===== src/pps_pkg.sv =====
// shared types and constants for the polyline perpendicular simplifier
package pps_pkg;

  localparam int THR_W = 32;
  localparam logic [THR_W-1:0] THR_RESET = 32'd4;

  // control sequencer, one-hot
  typedef enum logic [8:0] {
    ST_IDLE   = 9'b000000001,
    ST_DIFF   = 9'b000000010,
    ST_SQR    = 9'b000000100,
    ST_LEN    = 9'b000001000,
    ST_RMUL   = 9'b000010000,
    ST_RSUM   = 9'b000100000,
    ST_SCAN   = 9'b001000000,
    ST_DECIDE = 9'b010000000,
    ST_PUT    = 9'b100000000
  } state_t;

endpackage


===== src/pps_dist.sv =====
// pipelined distance test: cross squared against threshold times length squared
module pps_dist import pps_pkg::*; #(
  parameter int CB = 16
) (
  input  logic              clk,
  input  logic              rst_n,
  input  logic              i_valid,
  input  logic [CB-1:0]     i_x,
  input  logic [CB-1:0]     i_y,
  input  logic [CB-1:0]     ax,
  input  logic [CB-1:0]     ay,
  input  logic signed [CB:0] dx,
  input  logic signed [CB:0] dy,
  input  logic [2*CB+33:0]  rhs,
  output logic              o_hit,
  output logic              busy
);

  localparam int DW   = CB + 1;
  localparam int MW   = 2 * DW;
  localparam int AW   = 2 * CB + 2;
  localparam int H    = CB + 1;
  localparam int SW   = 4 * CB + 4;
  localparam int RW   = 2 * CB + 34;
  localparam int CMPW = (SW > RW) ? SW : RW;

  logic [4:0] v_r;
  logic signed [DW-1:0] rx_r, ry_r;
  logic signed [MW-1:0] m1_r, m2_r;
  logic [AW-1:0] ac_r;
  logic [2*H-1:0] hh_r, hl_r, ll_r;
  logic hit_r;

  logic signed [MW:0] c_w;
  logic [SW-1:0] c2_w;

  // stage valid bits
  always_ff @(posedge clk) begin
    if (!rst_n) begin
      v_r <= '0;
    end else begin
      v_r <= {v_r[3:0], i_valid};
    end
  end

  // offsets from the anchor
  always_ff @(posedge clk) begin
    rx_r <= $signed({i_x[CB-1], i_x}) - $signed({ax[CB-1], ax});
    ry_r <= $signed({i_y[CB-1], i_y}) - $signed({ay[CB-1], ay});
  end

  // cross product terms
  always_ff @(posedge clk) begin
    m1_r <= MW'(dy * rx_r);
    m2_r <= MW'(dx * ry_r);
  end

  // magnitude of the cross product
  assign c_w = $signed({m1_r[MW-1], m1_r}) - $signed({m2_r[MW-1], m2_r});
  always_ff @(posedge clk) begin
    ac_r <= c_w[MW] ? AW'(-c_w) : AW'(c_w);
  end

  // square of the magnitude as three partial products
  always_ff @(posedge clk) begin
    hh_r <= ac_r[AW-1:H] * ac_r[AW-1:H];
    hl_r <= ac_r[AW-1:H] * ac_r[H-1:0];
    ll_r <= ac_r[H-1:0] * ac_r[H-1:0];
  end

  // sum and compare
  assign c2_w = (SW'(hh_r) << (2 * H)) + (SW'(hl_r) << (H + 1)) + SW'(ll_r);
  always_ff @(posedge clk) begin
    hit_r <= CMPW'(c2_w) > CMPW'(rhs);
  end

  assign o_hit = v_r[4] & hit_r;
  assign busy  = |v_r;

endmodule


===== config.mk =====
export PLATFORM = sky130hd
export DESIGN_NAME = pps_dist
export DESIGN_NICKNAME = d
export VERILOG_FILES = /design/src/pps_pkg.sv /design/src/pps_dist.sv
export SDC_FILE = /design/constraint.sdc
export NUM_CORES = 2
export LEC_CHECK = 0
export BUFFER_PORTS_ARGS = -buffer_cell sky130_fd_sc_hd__buf_2
export CAP_MARGIN = 20
export CORE_UTILIZATION = 60
export CTS_CLUSTER_DIAMETER = 40
export DETAILED_ROUTE_END_ITERATION = 6
export PLACE_DENSITY = 0.84
export SKIP_CTS_REPAIR_TIMING = 1
export SLEW_MARGIN = 20
export SYNTH_ARGS = -nofsm -noshare
export SYNTH_HDL_FRONTEND = slang
export SYNTH_SLANG_ARGS = --single-unit

===== constraint.sdc =====
create_clock -name clk -period 6.8 [get_ports clk]
set_clock_uncertainty 0.2 [all_clocks]
set_input_delay 1.02 -clock clk [delete_from_list [all_inputs] [get_ports clk]]
set_output_delay 1.02 -clock clk [all_outputs]
set_load 0.1 [all_outputs]

==> impl_results.md <==
- Status: complete, no violations
- Layout cell share with drive strength beyond 1: 11.2%
- Nets: 9,043
- Top_reg_cell synth: dfxtp_1
- Cells along the critical path: buf_6 -> and2_4 -> fa_1 -> inv_1 -> fa_1 -> fa_1 -> inv_2 -> fa_1 -> fa_1 -> inv_1 -> fa_1 -> inv_2 -> ha_4 -> a21o_1 -> a21o_1 -> a211o_1 -> a311o_1 -> o211ai_1 -> a41oi_2 -> o221a_2 -> a2111o_1 -> a21o_1 -> a21o_1 -> xnor2_1
- R2r setup slk: 80 ps
- GR Util All Layers: 29.4%
- Synth Cell Area: 0.0594 sq mm
- Required time of the worst setup path: 7110 ps
- CTS root buf: clkbuf_16
- Leading post-synthesis cells by cell area: fa_1 40%, ha_1 14%, inv_1 10%
- Tmin final: 6730 ps
- Max Slew Vio Count: 0
- Post-synth EDFFs: 0
- Pin count of the biggest net entering global routing: 30
- Global placement routability congestion: 0.931
- Synth cell types: 75
- CP Class: primary input to flop
- Clk buf depth: 3
- First-pass GRT wire length: 236,000 um
- CP peak stage delay: 520 ps
- Pre-Repair DR Iteration Count: 7
- Drt drc: 0
- CTS tree: done
- Seq/Total Area, Yosys: 8.15%
- #FFs+latches synth: 242
- Initial antenna violation count: 2
- Crit Path Max Fanout: 5
- RSZ-0062 raised after global routing: true
- Drt wl/cell: 17.0 um
- Critical Path Sink Type: flop
- Synthesized instance count: 6,607
- # port buffers: 168
- CP dominant cell by count: fa_1
- Via-per-instance ratio: 5.42
- Worst-path clk slew: 50 ps
- Worst slew margin: 43.1%
- Die Area: 0.100 sq mm
- Slowest-stage cell, CP: fa_1
- Fill cells: 7,309
- Post-route ant nets: 0
- Maxcap violations: 0
- Die Width: 317 um
- Num CTS Buffers: 43
- Syn nets: 8,635
- Most frequent cells in the layout: 1,619 x inv_1, 1,184 x fa_1, 688 x nand2_1
- Die height: 317 um
- Critical path arrival: 7040 ps
- Initial DRC Count: 2,699
- Congestion Overflow GR: 0
- Area share of the largest cell type after synthesis: 40.5%
- CTS sink count: 242
- Reg2Reg Depth: 25
- Via Count: 45,200
- Final Setup Violations: 0
- Commonest non-fill, non-tap cell in the layout: inv_1
- Worst Setup SP: dy[9]
- Hold Crit Class: flop to flop
- Crit path capture: m1_r[33]
- Row count: 115
- Worst flop-to-flop path endpoint: ll_r[32]
- Area Overhead vs Synth: 11.6%
- Io pins: 169
- FMAX: 148 MHz
- Final Hold Fails: 0
- Clk Latency, worst-skew pair: 640 ps
- Stages on worst setup path: 24
- Worst-Margin Slew: 841 ps
- CP top delay family: adder cells
- Core Region: 0.0983 sq mm
- Crit start category: primary input
- Final worst path period share: 99.0%
- H-tree levels: 2
- Synthesized area per cell: 9.00 sq um
- Hold slack: 266 ps
- RR Startpoint: ac_r[2]
- Vias in the first global route: 49,800
- Buffers plus inverters on the worst setup path: 5
- Initial core utilization: 60.5%
- Final WL: 142,000 um
- Cell taking the most area after synthesis: fa_1
- YS warnings: 0
- Ys async rst share: 0%
- Post-DP HPWL: 120,000 um
[metal layers]
| metal | GRT usage, % | vias up | wire length [um] |
|---|---|---|---|
| li1 | - | 20700 | - |
| met1 | 34.8 | 22400 | 53900 |
| met2 | 53.4 | 1590 | 72800 |
| met3 | 4.34 | 427 | 8580 |
| met4 | 12.2 | 2 | 6250 |
| met5 | 0 | - | 10 |
[synth_stat cells (15+ instances only)]
master / instances
nand3_1: 42
nand4_1: 22
dfxtp_1: 242
a21o_1: 125
and2_1: 536
nand2_1: 693
nor2_1: 189
a21oi_1: 201
a21boi_0: 15
and3_1: 27
clkbuf_1: 193
a211oi_1: 18
fa_1: 1201
nor2b_1: 47
xnor2_1: 223
o21ai_0: 121
a31oi_1: 22
nor3_1: 38
ha_1: 660
o21bai_1: 22
inv_1: 1631
xor2_1: 71
nand2b_1: 41
o21a_1: 36
[how the worst min path moves through the flow]
stage | startpoint | endpoint | slack (ps) | depth (start not counted)
floorplan | ac_r[0] | ll_r[0] | 130 | 0
global placement | v_r[2] | v_r[3] | 240 | 1
detailed placement | v_r[3] | v_r[4] | 250 | 1
CTS | v_r[3] | v_r[4] | 270 | 1
global route | v_r[2] | v_r[3] | 280 | 1
finish | v_r[3] | v_r[4] | 270 | 1
[kinds of logic after synthesis]
kind of cell	Yosys count	synth area share, %
compound gates	676	7.39
xor+xnor	294	4.33
fa+ha+maj	1861	54.3
buf+inv	1827	11.5
flops	242	8.15
mux	3	0.0547
simple gates	1704	14.2
[per-stage QoR]
stage | instance area (sq um) | worst slack, ps | std cells | utilization (%) | setup TNS [ps]
final | 66300 | 65.1 | 8336 | 67.5 | 0
after CTS | 65800 | -344 | 8324 | 66.9 | -1970
after global placement | 64200 | -592 | 8246 | 65.3 | -3030
after floorplan | 59600 | -262 | 6607 | - | -262
after detailed placement | 64200 | -679 | 8246 | 65.3 | -4610
after global routing | 66300 | -169 | 8336 | 67.5 | -490
[worst reg2reg max path: cells and delay by family (launching register included)]
family	cells	cell delay, ps
DFF	1	400
buffers and inverters	6	520
xor gates and xnor gates	1	150
AOI/OAI and AO/OA	9	2020
adders and majority gates	7	3090
and+or+nand+nor	2	180
[state kept, by name (all words and copies together) (netlist names)]
name / cells
ll_r: 33
hit_r: 1
m1_r: 34
m2_r: 34
ry_r: 17
rx_r: 17
hh_r: 33
hl_r: 34
v_r: 5
ac_r: 34
[area by class of cell]
cell class	instances	area, sq um	share of cell area, %
multi-input cells	4538	48100	72.5
inverters	1631	6120	9.23
flip-flops and latches	242	4920	7.41
repair buffers	559	4050	6.10
well taps	1287	1610	2.43
clock buffers	48	1140	1.71
clock inverters	30	418	0.630
diodes	1	2.50	0.00377
Power is left out: the tool's default activity adds up to more than one toggle a clock period on the data nets, which glitch-free logic cannot reach.
