--- config.mk ---
export PLATFORM = sky130hd
export DESIGN_NAME = pps_cell
export DESIGN_NICKNAME = d
export VERILOG_FILES = /design/src/pps_pkg.sv /design/src/pps_cell.sv
export SDC_FILE = /design/constraint.sdc
export NUM_CORES = 1
export LEC_CHECK = 0
export BUFFER_PORTS_ARGS = -buffer_cell sky130_fd_sc_hd__buf_4
export CAP_MARGIN = 30
export CELL_PAD_IN_SITES_DETAIL_PLACEMENT = 0
export CELL_PAD_IN_SITES_GLOBAL_PLACEMENT = 1
export CORE_UTILIZATION = 33
export DETAILED_ROUTE_END_ITERATION = 10
export PLACE_DENSITY_LB_ADDON = 0.1
export SETUP_SLACK_MARGIN = 0.5
export SLEW_MARGIN = 10
export SYNTH_ARGS = -nofsm -noshare
export SYNTH_HDL_FRONTEND = slang
export SYNTH_SLANG_ARGS = --single-unit
export TNS_END_PERCENT = 30
--- constraint.sdc ---
create_clock -name clk -period 1.7 [get_ports clk]
set_input_delay 0.085 -clock clk [delete_from_list [all_inputs] [get_ports clk]]
set_output_delay 0.085 -clock clk [all_outputs]
set_load 0.05 [all_outputs]
--- src/pps_pkg.sv ---
// shared types and constants for the polyline perpendicular simplifier
package pps_pkg;

  localparam int THR_W = 32;
  localparam logic [THR_W-1:0] THR_RESET = 32'd4;

  // control sequencer, one-hot
  typedef enum logic [8:0] {
    ST_IDLE   = 9'b000000001,
    ST_DIFF   = 9'b000000010,
    ST_SQR    = 9'b000000100,
    ST_LEN    = 9'b000001000,
    ST_RMUL   = 9'b000010000,
    ST_RSUM   = 9'b000100000,
    ST_SCAN   = 9'b001000000,
    ST_DECIDE = 9'b010000000,
    ST_PUT    = 9'b100000000
  } state_t;

endpackage

--- src/pps_cell.sv ---
// one window cell: holds a stored vertex and a scan copy that shifts toward cell zero
module pps_cell import pps_pkg::*; #(
  parameter int PW = 32
) (
  input  logic          clk,
  input  logic          push,
  input  logic          load,
  input  logic          shift,
  input  logic [PW-1:0] win_in,
  input  logic [PW-1:0] scn_in,
  output logic [PW-1:0] win_out,
  output logic [PW-1:0] scn_out
);

  logic [PW-1:0] win_r;
  logic [PW-1:0] scn_r;

  // window entry takes its newer neighbor on a push
  always_ff @(posedge clk) begin
    if (push) begin
      win_r <= win_in;
    end
  end

  // scan copy loads from the window, then moves one cell per issued test
  always_ff @(posedge clk) begin
    if (load) begin
      scn_r <= win_r;
    end else if (shift) begin
      scn_r <= scn_in;
    end
  end

  assign win_out = win_r;
  assign scn_out = scn_r;

endmodule

==> results of run 1 <==
## through the flow
stage | power [W] | std cells
3_5_place_dp | 0.00300 | 328
2_1_floorplan | 0.00264 | 101
5_1_grt | 0.00428 | 376
3_3_place_gp | 0.00299 | 328
6_report | 0.00412 | 376
4_1_cts | 0.00417 | 376
## metal layers
layer  share of wire [%]  global-route usage (%)  vias up
li1                    -                       -      741
met1                  38                    14.9      758
met2                  53                    24.3       77
met3                 8.7                    5.78        7
met4                 1.1                    6.16        0
met5                   0                       0        -
## power by group through the flow
stage	clock, W	sequential [W]	combinational [W]
3_5_place_dp	0	0.00200	0.00101
3_3_place_gp	0	0.00199	0.000999
6_report	0.00110	0.00196	0.00106
4_1_cts	0.00114	0.00196	0.00107
2_1_floorplan	0	0.00249	0.000153
5_1_grt	0.00120	0.00198	0.00110
## worst paths after layout
check,start,slack (ns),cells past startpoint,endpoint
worst max register to register,win_out[30],0.76,1,scn_out[30]
worst min-delay path,scn_in[12],0.05,2,scn_out[12]
worst min register to register,win_out[23],0.58,1,scn_out[23]
worst max-delay path,win_out[30],0.65,1,win_out[30]
## area by class of cell
type	count	area [sq um]	area share [%]
multi-input combinational	33	475	11.9
timing repair buffer	164	1310	32.8
clock buffer	10	128	3.19
sequential	64	1920	48.1
tap	99	124	3.10
clock inverter	6	36.3	0.908
## kinds of logic after synthesis
logic type             count (synthesis)
muxes                                 32
buffers and inverters                  4
DFF                                   64
and+or+nand+nor                        1
## flip-flops by register name, summed over array words and instances, names as in the netlist
name,count
scn_out,32
win_out,32
## cells in the final DEF, fill, tap and decap left out
master,count
buf_4,132
clkbuf_1,1
clkbuf_8,9
clkinv_1,1
clkinv_2,2
clkinvlp_4,3
dlygate4sd3_1,32
edfxtp_1,64
mux2_2,3
mux2_4,29
or2_2,1
## timing repair
item	in CTS	in global routing
gates resized for setup	0	0
hold buffers	32	0
endpoints found under the hold margin	32	0
==> flow_summary.yaml, run 1 <==
critical_path:
  critPathArrivalTime_ns: 0.96
  cp-start-kind: "flip-flop"
  crit_chain: "buf_4"
  cp_max_fo: 2
  max_stage_delay_ns: 0.42
  crit_buf_inv: 1
  cpMaxStageDelayCell: "edfxtp_1"
  worst_ep_required_time_ns: 1.62
  critPathKind: "flip-flop to primary output"
  crit_family: "flip-flops"
  cp-end-kind: "primary output"
pwr:
  p_seq_share_pct: 47.6
  vdd_drop_max_v: 0.000447
  p_int_w: 0.00284
  p_comb_share_pct: 25.7
  power_switching_w: 0.00128
  netSwitchingFraction_pct: 31.1
  pwr_density_cell_nw_per_um2: 1030
  p_leak_nw: 1.74
  power_frac_clock_pct: 26.7
timing:
  worst_hold_slack_ns: 0.0484
  fin_crit_ns: 1.05
  hold_viol_final: 0
  fin_ws_ns: 0.654
  rsz0062_at_grt: "no"
  clock_skew_ns: 0.00669
  maxSlewHeadroom_pct: 44.9
  fin_crit_sh_pct: 61.5
  fin_setup_tns_ns: 0
  worstMarginPinSlew_ns: 0.826
  max_freq_ghz: 0.956
  maxSlewViolCount: 0
  setup_viol: 0
logic_synthesis:
  synth_area_sq_um: 2470
  muxShareOfSynthArea_pct: 19.0
  synth_enable_flop_cells: 64
  synth_flop_cell: "edfxtp_1"
  post-synth-top-count-cell: "edfxtp_1"
  synth.area.top_cells: "edfxtp_1 78%, mux2_4 18%, buf_12 2.4%, mux2_2 1.4%, buf_6 0.46%"
  synth_common_cells: "64 x edfxtp_1, 29 x mux2_4, 3 x buf_12, 3 x mux2_2"
  yosys.area.top_type_share_pct: 77.9
  synth_fa_ha_area_share_pct: 0
  synth_compound_area_share_pct: 0
  synth-simple-area-share_pct: 0.253
  synthCells: 101
  avgSynthCellArea_sq_um: 24.4
  yosys.area_share.xor_xnor_pct: 0
  syn_nets: 169
  ys.warnings.count: 0
  ys_seq_area_share_pct: 77.9
  ys_seq_elements: 64
  yosysTopAreaCell: "edfxtp_1"
  synth_top_family_by_area: "multiplexers"
  synth_cell_types: 6
  async_flop_share_pct: 0
global_route:
  grt_overflow_total: 0
  grt_pass1_vias: 1648
  grtUsageTotal_pct: 14.0
  grt_start_max_net_pins: 33
  grt_pass1_wl_mm: 7.74
  antenna_found_initial: 0
cts:
  cts_root_buf: "clkbuf_8"
  ctsLongestPathBuffers: 2
  clk_pin_slew_ns: 0.07
  cts_sinks: 64
  cts_max_level: 3
  cts_tree: "yes"
  worstSkewPairLatency_ns: 0.33
  cts_buffers: 9
  post_cts.repair.setup_buffers: 0
detailed_routing:
  ant_nets: 0
  vias: 1583
  post_drt_wl_per_cell_microns: 14.3
  totalWireLength_mm: 5.38
  drc_errors: 0
  drt_iter0_markers: 40
  dr.pass1.iters: 4
  avgViaCountPerCell: 4.21
final_layout:
  areaGrowthSynthToFinish_pct: 61.9
  diodes: 0
  utilization_pct: 55.1
  n_fill_cell: 640
  drive_gt1_share_pct: 64.6
  nets: 340
  fin_area_sq_um: 4000
flow_run:
  maxCapViolations: 0
placement:
  io_buffers: 131
  dp_slack_ns: 0.366
  place_area_sq_um: 3510
  gp_congestion: 0.650
floorplan:
  fp.dieArea_sq_um: 7830
  core_sq_um: 7250
  num_rows: 31
  start_util_pct: 34.0
  chipHeight_microns: 88.5
  ios: 132
  die_w_microns: 88.5
status:
  status: "completed"
hold_path:
  hp-class: "primary input to flip-flop"
Note: power is estimated with default switching activity, not from simulation.
==> inputs of run 2 (changes only) <==
CORE_UTILIZATION = 32   (was 33)
clock period = 0.85 ns   (was 1.7 ns; I/O delays follow)
==> run 2 against run 1 <==
  * The run now ends with negative hold slack, negative setup slack left
  * Critical path depth rose by 1
  * Worst hold slack lost 0.16 ns
  * Clock power increased by 120%
  * Wire length is 1.9% lower
  * Sequential power is 100% higher
  * Combinational power grew 150%
  * Register-to-register slack got worse by 0.96 ns
  * Global-route usage down 0.33 points
  * Setup slack got worse by 0.86 ns
  * Clock skew decreased by 0.0013 ns
  * Cell count grew 4.8%
==> flow_summary.yaml, run 2 (same netlist as run 1, synthesis figures left out) <==
status:
  status: "finished, violations left"
  violations: "negative hold slack, negative setup slack"
timing:
  fin_crit_ns: 1.06
  fin_crit_sh_pct: 124
  setup_viol: 96
  maxSlewHeadroom_pct: 90.0
  max_freq_ghz: 0.946
  rsz0062_at_grt: "yes"
  worstMarginPinSlew_ns: 0.150
  clock_skew_ns: 0.00536
  worst_hold_slack_ns: -0.111
  maxSlewViolCount: 0
  fin_ws_ns: -0.207
  fin_setup_tns_ns: -11.46
  hold_viol_final: 32
floorplan:
  num_rows: 31
  ios: 132
  chipHeight_microns: 89.8
  fp.dieArea_sq_um: 8070
  die_w_microns: 89.8
  start_util_pct: 33.5
  core_sq_um: 7370
critical_path:
  cp-end-kind: "primary output"
  worst_ep_required_time_ns: 0.81
  cp_max_fo: 2
  r2r_cells: 2
  critPathKind: "flip-flop to primary output"
  critPathArrivalTime_ns: 1.01
  rrSetupSlack_ns: -0.20
  cp-start-kind: "flip-flop"
  r2r-start: "win_out[17]"
  r2r_end: "scn_out[17]"
  startpoint: "win_out[30]"
final_layout:
  layout_common_cells: "88 x buf_4, 68 x buf_6, 64 x edfxtp_1"
  n_fill_cell: 574
  diodes: 0
  nets: 358
  areaGrowthSynthToFinish_pct: 84.6
  final_common_cell: "buf_4"
  drive_gt1_share_pct: 77.3
cts:
  cts_root_buf: "clkbuf_8"
  cts_sinks: 64
  clk_pin_slew_ns: 0.07
  ctsLongestPathBuffers: 2
  cts_tree: "yes"
  cts_max_level: 3
  worstSkewPairLatency_ns: 0.33
  cts_buffers: 9
global_route:
  grt_overflow_total: 0
  grt_start_max_net_pins: 23
  grtUsageTotal_pct: 13.6
  grt_pass1_vias: 1663
  grt_pass1_wl_mm: 8.18
  antenna_found_initial: 0
hold_path:
  min_from: "win_in[30]"
  hold_path_depth: 1
  hold_end: "win_out[30]"
  hp-class: "primary input to flip-flop"
placement:
  post-dp-hpwl_mm: 3.83
  io_buffers: 131
  gp_congestion: 0.747
detailed_routing:
  ant_nets: 0
  totalWireLength_mm: 5.28
  vias: 1597
  avgViaCountPerCell: 4.05
  drc_errors: 0
  dr.pass1.iters: 4
  drt_iter0_markers: 30
  post_drt_wl_per_cell_microns: 13.4
flow_run:
  maxCapViolations: 0
pwr:
  pwr_density_cell_nw_per_um2: 1970
  p_total_w: 0.00897
  vdd_drop_max_v: 0.00103
  p_leak_nw: 2.04
==> run 2: where the power goes <==
| group | leakage, nW | switching, W | total, W | internal [W] |
|---|---|---|---|---|
| logic | 1.30 | 0.00136 | 0.00261 | 0.00126 |
| clock network | 0.0941 | 0.00106 | 0.00240 | 0.00134 |
| registers | 0.639 | 0.000144 | 0.00396 | 0.00381 |
| total | 2.04 | 0.00256 | 0.00897 | 0.00641 |
==> run 2: worst max-delay path, cell delays in order (launching register included) <==
cell and delay [ns]:
edfxtp_1 0.41, buf_6 0.14, buf_8 0.14
==> run 2: layout make-up <==
class / count / area (sq um) / area share, %
clock buffer: 12 / 135 / 2.97
clock inverter: 4 / 45.0 / 0.988
multi-input combinational: 33 / 489 / 10.7
sequential: 64 / 1920 / 42.2
tap: 99 / 124 / 2.72
timing repair buffer: 182 / 1840 / 40.4
==> run 2: repair_timing <==
| action | 4_1_cts | 5_1_grt |
|---|---|---|
| setup buffers | 11 | 2 |
| cloned | 0 | 0 |
| resized for setup | 77 | 36 |
| endpoints found under the setup margin | 128 | 128 |
| pin swaps | 1 | 1 |
| endpoints found under the hold margin | 45 | 44 |
==> run 2: worst max-delay path by stage <==
stage,endpoint,cells after the start
after floorplan,scn_out[0],1
after global placement,scn_out[12],3
after detailed placement,scn_out[10],3
after CTS,win_out[12],2
after global routing,win_out[10],2
final,win_out[30],2
==> run 2: layer usage <==
metal | global-route usage (%) | routed length, microns | part of all wire [%] | up-vias
met5 | 0 | 0 | 0 | -
met4 | 6.15 | 38 | 0.72 | 0
met3 | 6.35 | 528 | 10 | 4
met2 | 22.4 | 2790 | 53 | 77
met1 | 15.0 | 1920 | 36 | 739
li1 | - | - | - | 777
==> run 2: per-stage QoR <==
stage	cell area (sq um)	setup WS (ns)	utilization, %	cells
after floorplan	2490	-0.327	-	101
after global placement	3850	-0.110	52.3	365
after detailed placement	3850	-0.120	52.3	365
after CTS	4410	-0.227	59.8	392
after global routing	4560	-0.273	61.8	394
final	4560	-0.207	61.8	394
==> inputs of run 3 (changes only) <==
BUFFER_PORTS_ARGS = -buffer_cell sky130_fd_sc_hd__buf_2   (was -buffer_cell sky130_fd_sc_hd__buf_4)
CTS_CLUSTER_DIAMETER = 60   (was not set)
==> run 3 against run 2 <==
  * The run still ends with negative hold slack, negative setup slack left
  * Clock skew down 0.0015 ns
  * Non-clock buffer count decreased by 23
  * Sequential power about the same
  * Combinational power fell by 10%
  * Die area is the same
  * Register-to-register slack lost 0.02 ns
  * Via count fell by 3.1%
  * First-iteration DRC count decreased by 3.3%
  * Critical path depth unchanged
  * Cell count fell by 6.3%
  * Wire length down 0.80%
  * Critical path type unchanged
==> flow_summary.yaml, run 3 (same netlist as run 1, synthesis figures left out) <==
final_layout:
  layout_common_cells: "68 x buf_6, 65 x buf_2, 64 x edfxtp_1"
  diodes: 0
  drive_gt1_share_pct: 74.4
  areaGrowthSynthToFinish_pct: 66.2
  final_common_cell: "buf_6"
  nets: 335
global_route:
  antenna_found_initial: 0
  grt_overflow_total: 0
  grtUsageTotal_pct: 13.6
  grt_pass1_vias: 1648
  grt_pass1_wl_mm: 8.25
  grt_start_max_net_pins: 33
timing:
  worstMarginPinSlew_ns: 0.450
  rsz0062_at_grt: "yes"
  max_freq_ghz: 0.928
  maxSlewHeadroom_pct: 70.0
  fin_crit_sh_pct: 127
  fin_setup_tns_ns: -10.25
  maxSlewViolCount: 0
  fin_crit_ns: 1.08
  fin_ws_ns: -0.227
  setup_viol: 96
  hold_viol_final: 32
  clock_skew_ns: 0.00389
  worst_hold_slack_ns: -0.118
cts:
  cts_root_buf: "clkbuf_8"
  cts_max_level: 3
  ctsLongestPathBuffers: 2
  clk_pin_slew_ns: 0.07
  cts_tree: "yes"
  cts_buffers: 9
  cts_sinks: 64
  worstSkewPairLatency_ns: 0.33
critical_path:
  crit_chain: "buf_6 > buf_12"
  worst_ep_required_time_ns: 0.81
  r2r-start: "win_out[10]"
  cp-end-kind: "primary output"
  crit_buf_inv: 2
  critPathKind: "flip-flop to primary output"
  max_stage_delay_ns: 0.42
  r2r_end: "scn_out[10]"
  startpoint: "win_out[20]"
  critPathArrivalTime_ns: 1.03
  crit_family: "flip-flops"
  cpMaxStageDelayCell: "edfxtp_1"
  cp_num_cells: 2
  r2r_cells: 2
  cp-start-kind: "flip-flop"
  endpoint: "win_out[20]"
  rrSetupSlack_ns: -0.22
  cp_max_fo: 2
detailed_routing:
  ant_nets: 0
  avgViaCountPerCell: 4.19
  dr.pass1.iters: 4
  vias: 1547
  drt_iter0_markers: 29
  post_drt_wl_per_cell_microns: 14.2
  totalWireLength_mm: 5.24
  drc_errors: 0
floorplan:
  num_rows: 31
  fp.dieArea_sq_um: 8070
  ios: 132
  die_w_microns: 89.8
  start_util_pct: 33.5
  core_sq_um: 7370
  chipHeight_microns: 89.8
status:
  status: "finished, violations left"
  violations: "negative hold slack, negative setup slack"
placement:
  gp_congestion: 0.679
  io_buffers: 131
hold_path:
  hp-class: "primary input to flip-flop"
pwr:
  pwr_density_cell_nw_per_um2: 2030
  vdd_drop_max_v: 0.00122
  p_leak_nw: 1.82
  p_total_w: 0.00835
flow_run:
  maxCapViolations: 0
-- run 3: changes by cell type in the layout (fill, tap and decap cells not counted), sizes merged --
cell	delta
clkbuf	-1
buf	-23
bufinv	-1
-- run 3: per-stage QoR --
step                      worst slack (ns)  instances  hold WS [ns]  utilization [%]  cell area (sq um)
after detailed placement            -0.162        347         0.221             45.8               3380
after floorplan                     -0.327        101         0.141                -               2490
after CTS                           -0.238        368        -0.137             54.3               4000
after global routing                -0.281        369        -0.143             55.7               4100
after global placement              -0.146        347         0.219             45.8               3380
final                               -0.227        369        -0.118             55.7               4100
-- run 3: what timing repair did --
item / CTS / global route
resized for setup: 135 / 25
endpoints found under the setup margin: 128 / 128
setup buffers: 7 / 1
pin swaps: 1 / 1
hold endpoints to repair: 49 / 44
-- run 3: worst min path at each step --
stage | start | endpoint | slack, ns | cells past startpoint
2_1_floorplan | win_in[0] | win_out[0] | 0.14 | 0
3_3_place_gp | win_in[28] | win_out[28] | 0.22 | 1
3_5_place_dp | win_in[10] | win_out[10] | 0.22 | 1
4_1_cts | win_in[10] | win_out[10] | -0.14 | 1
5_1_grt | win_in[17] | win_out[17] | -0.14 | 1
6_report | win_in[10] | win_out[10] | -0.12 | 1
-- run 3: layer usage --
metal | vias to the layer above | wire length [microns] | GRT usage (%)
li1 | 732 | - | -
met1 | 728 | 1840 | 13.7
met2 | 79 | 2750 | 23.2
met3 | 8 | 582 | 8.54
met4 | 0 | 65 | 4.10
met5 | - | 0 | 0
-- run 3: area by class of cell --
cell class / instances / area, sq um
timing repair buffer: 159 / 1430
sequential: 64 / 1920
multi-input combinational: 33 / 489
clock buffer: 11 / 131
clock inverter: 3 / 11.3
tap: 99 / 124
fill: 634 / 3270
-- run 3: power breakdown --
part	switching (W)	total [W]	internal [W]
Clock	0.00103	0.00203	0.000997
Sequential	0.000155	0.00397	0.00382
Combinational	0.00132	0.00235	0.00103
Total	0.00250	0.00835	0.00585
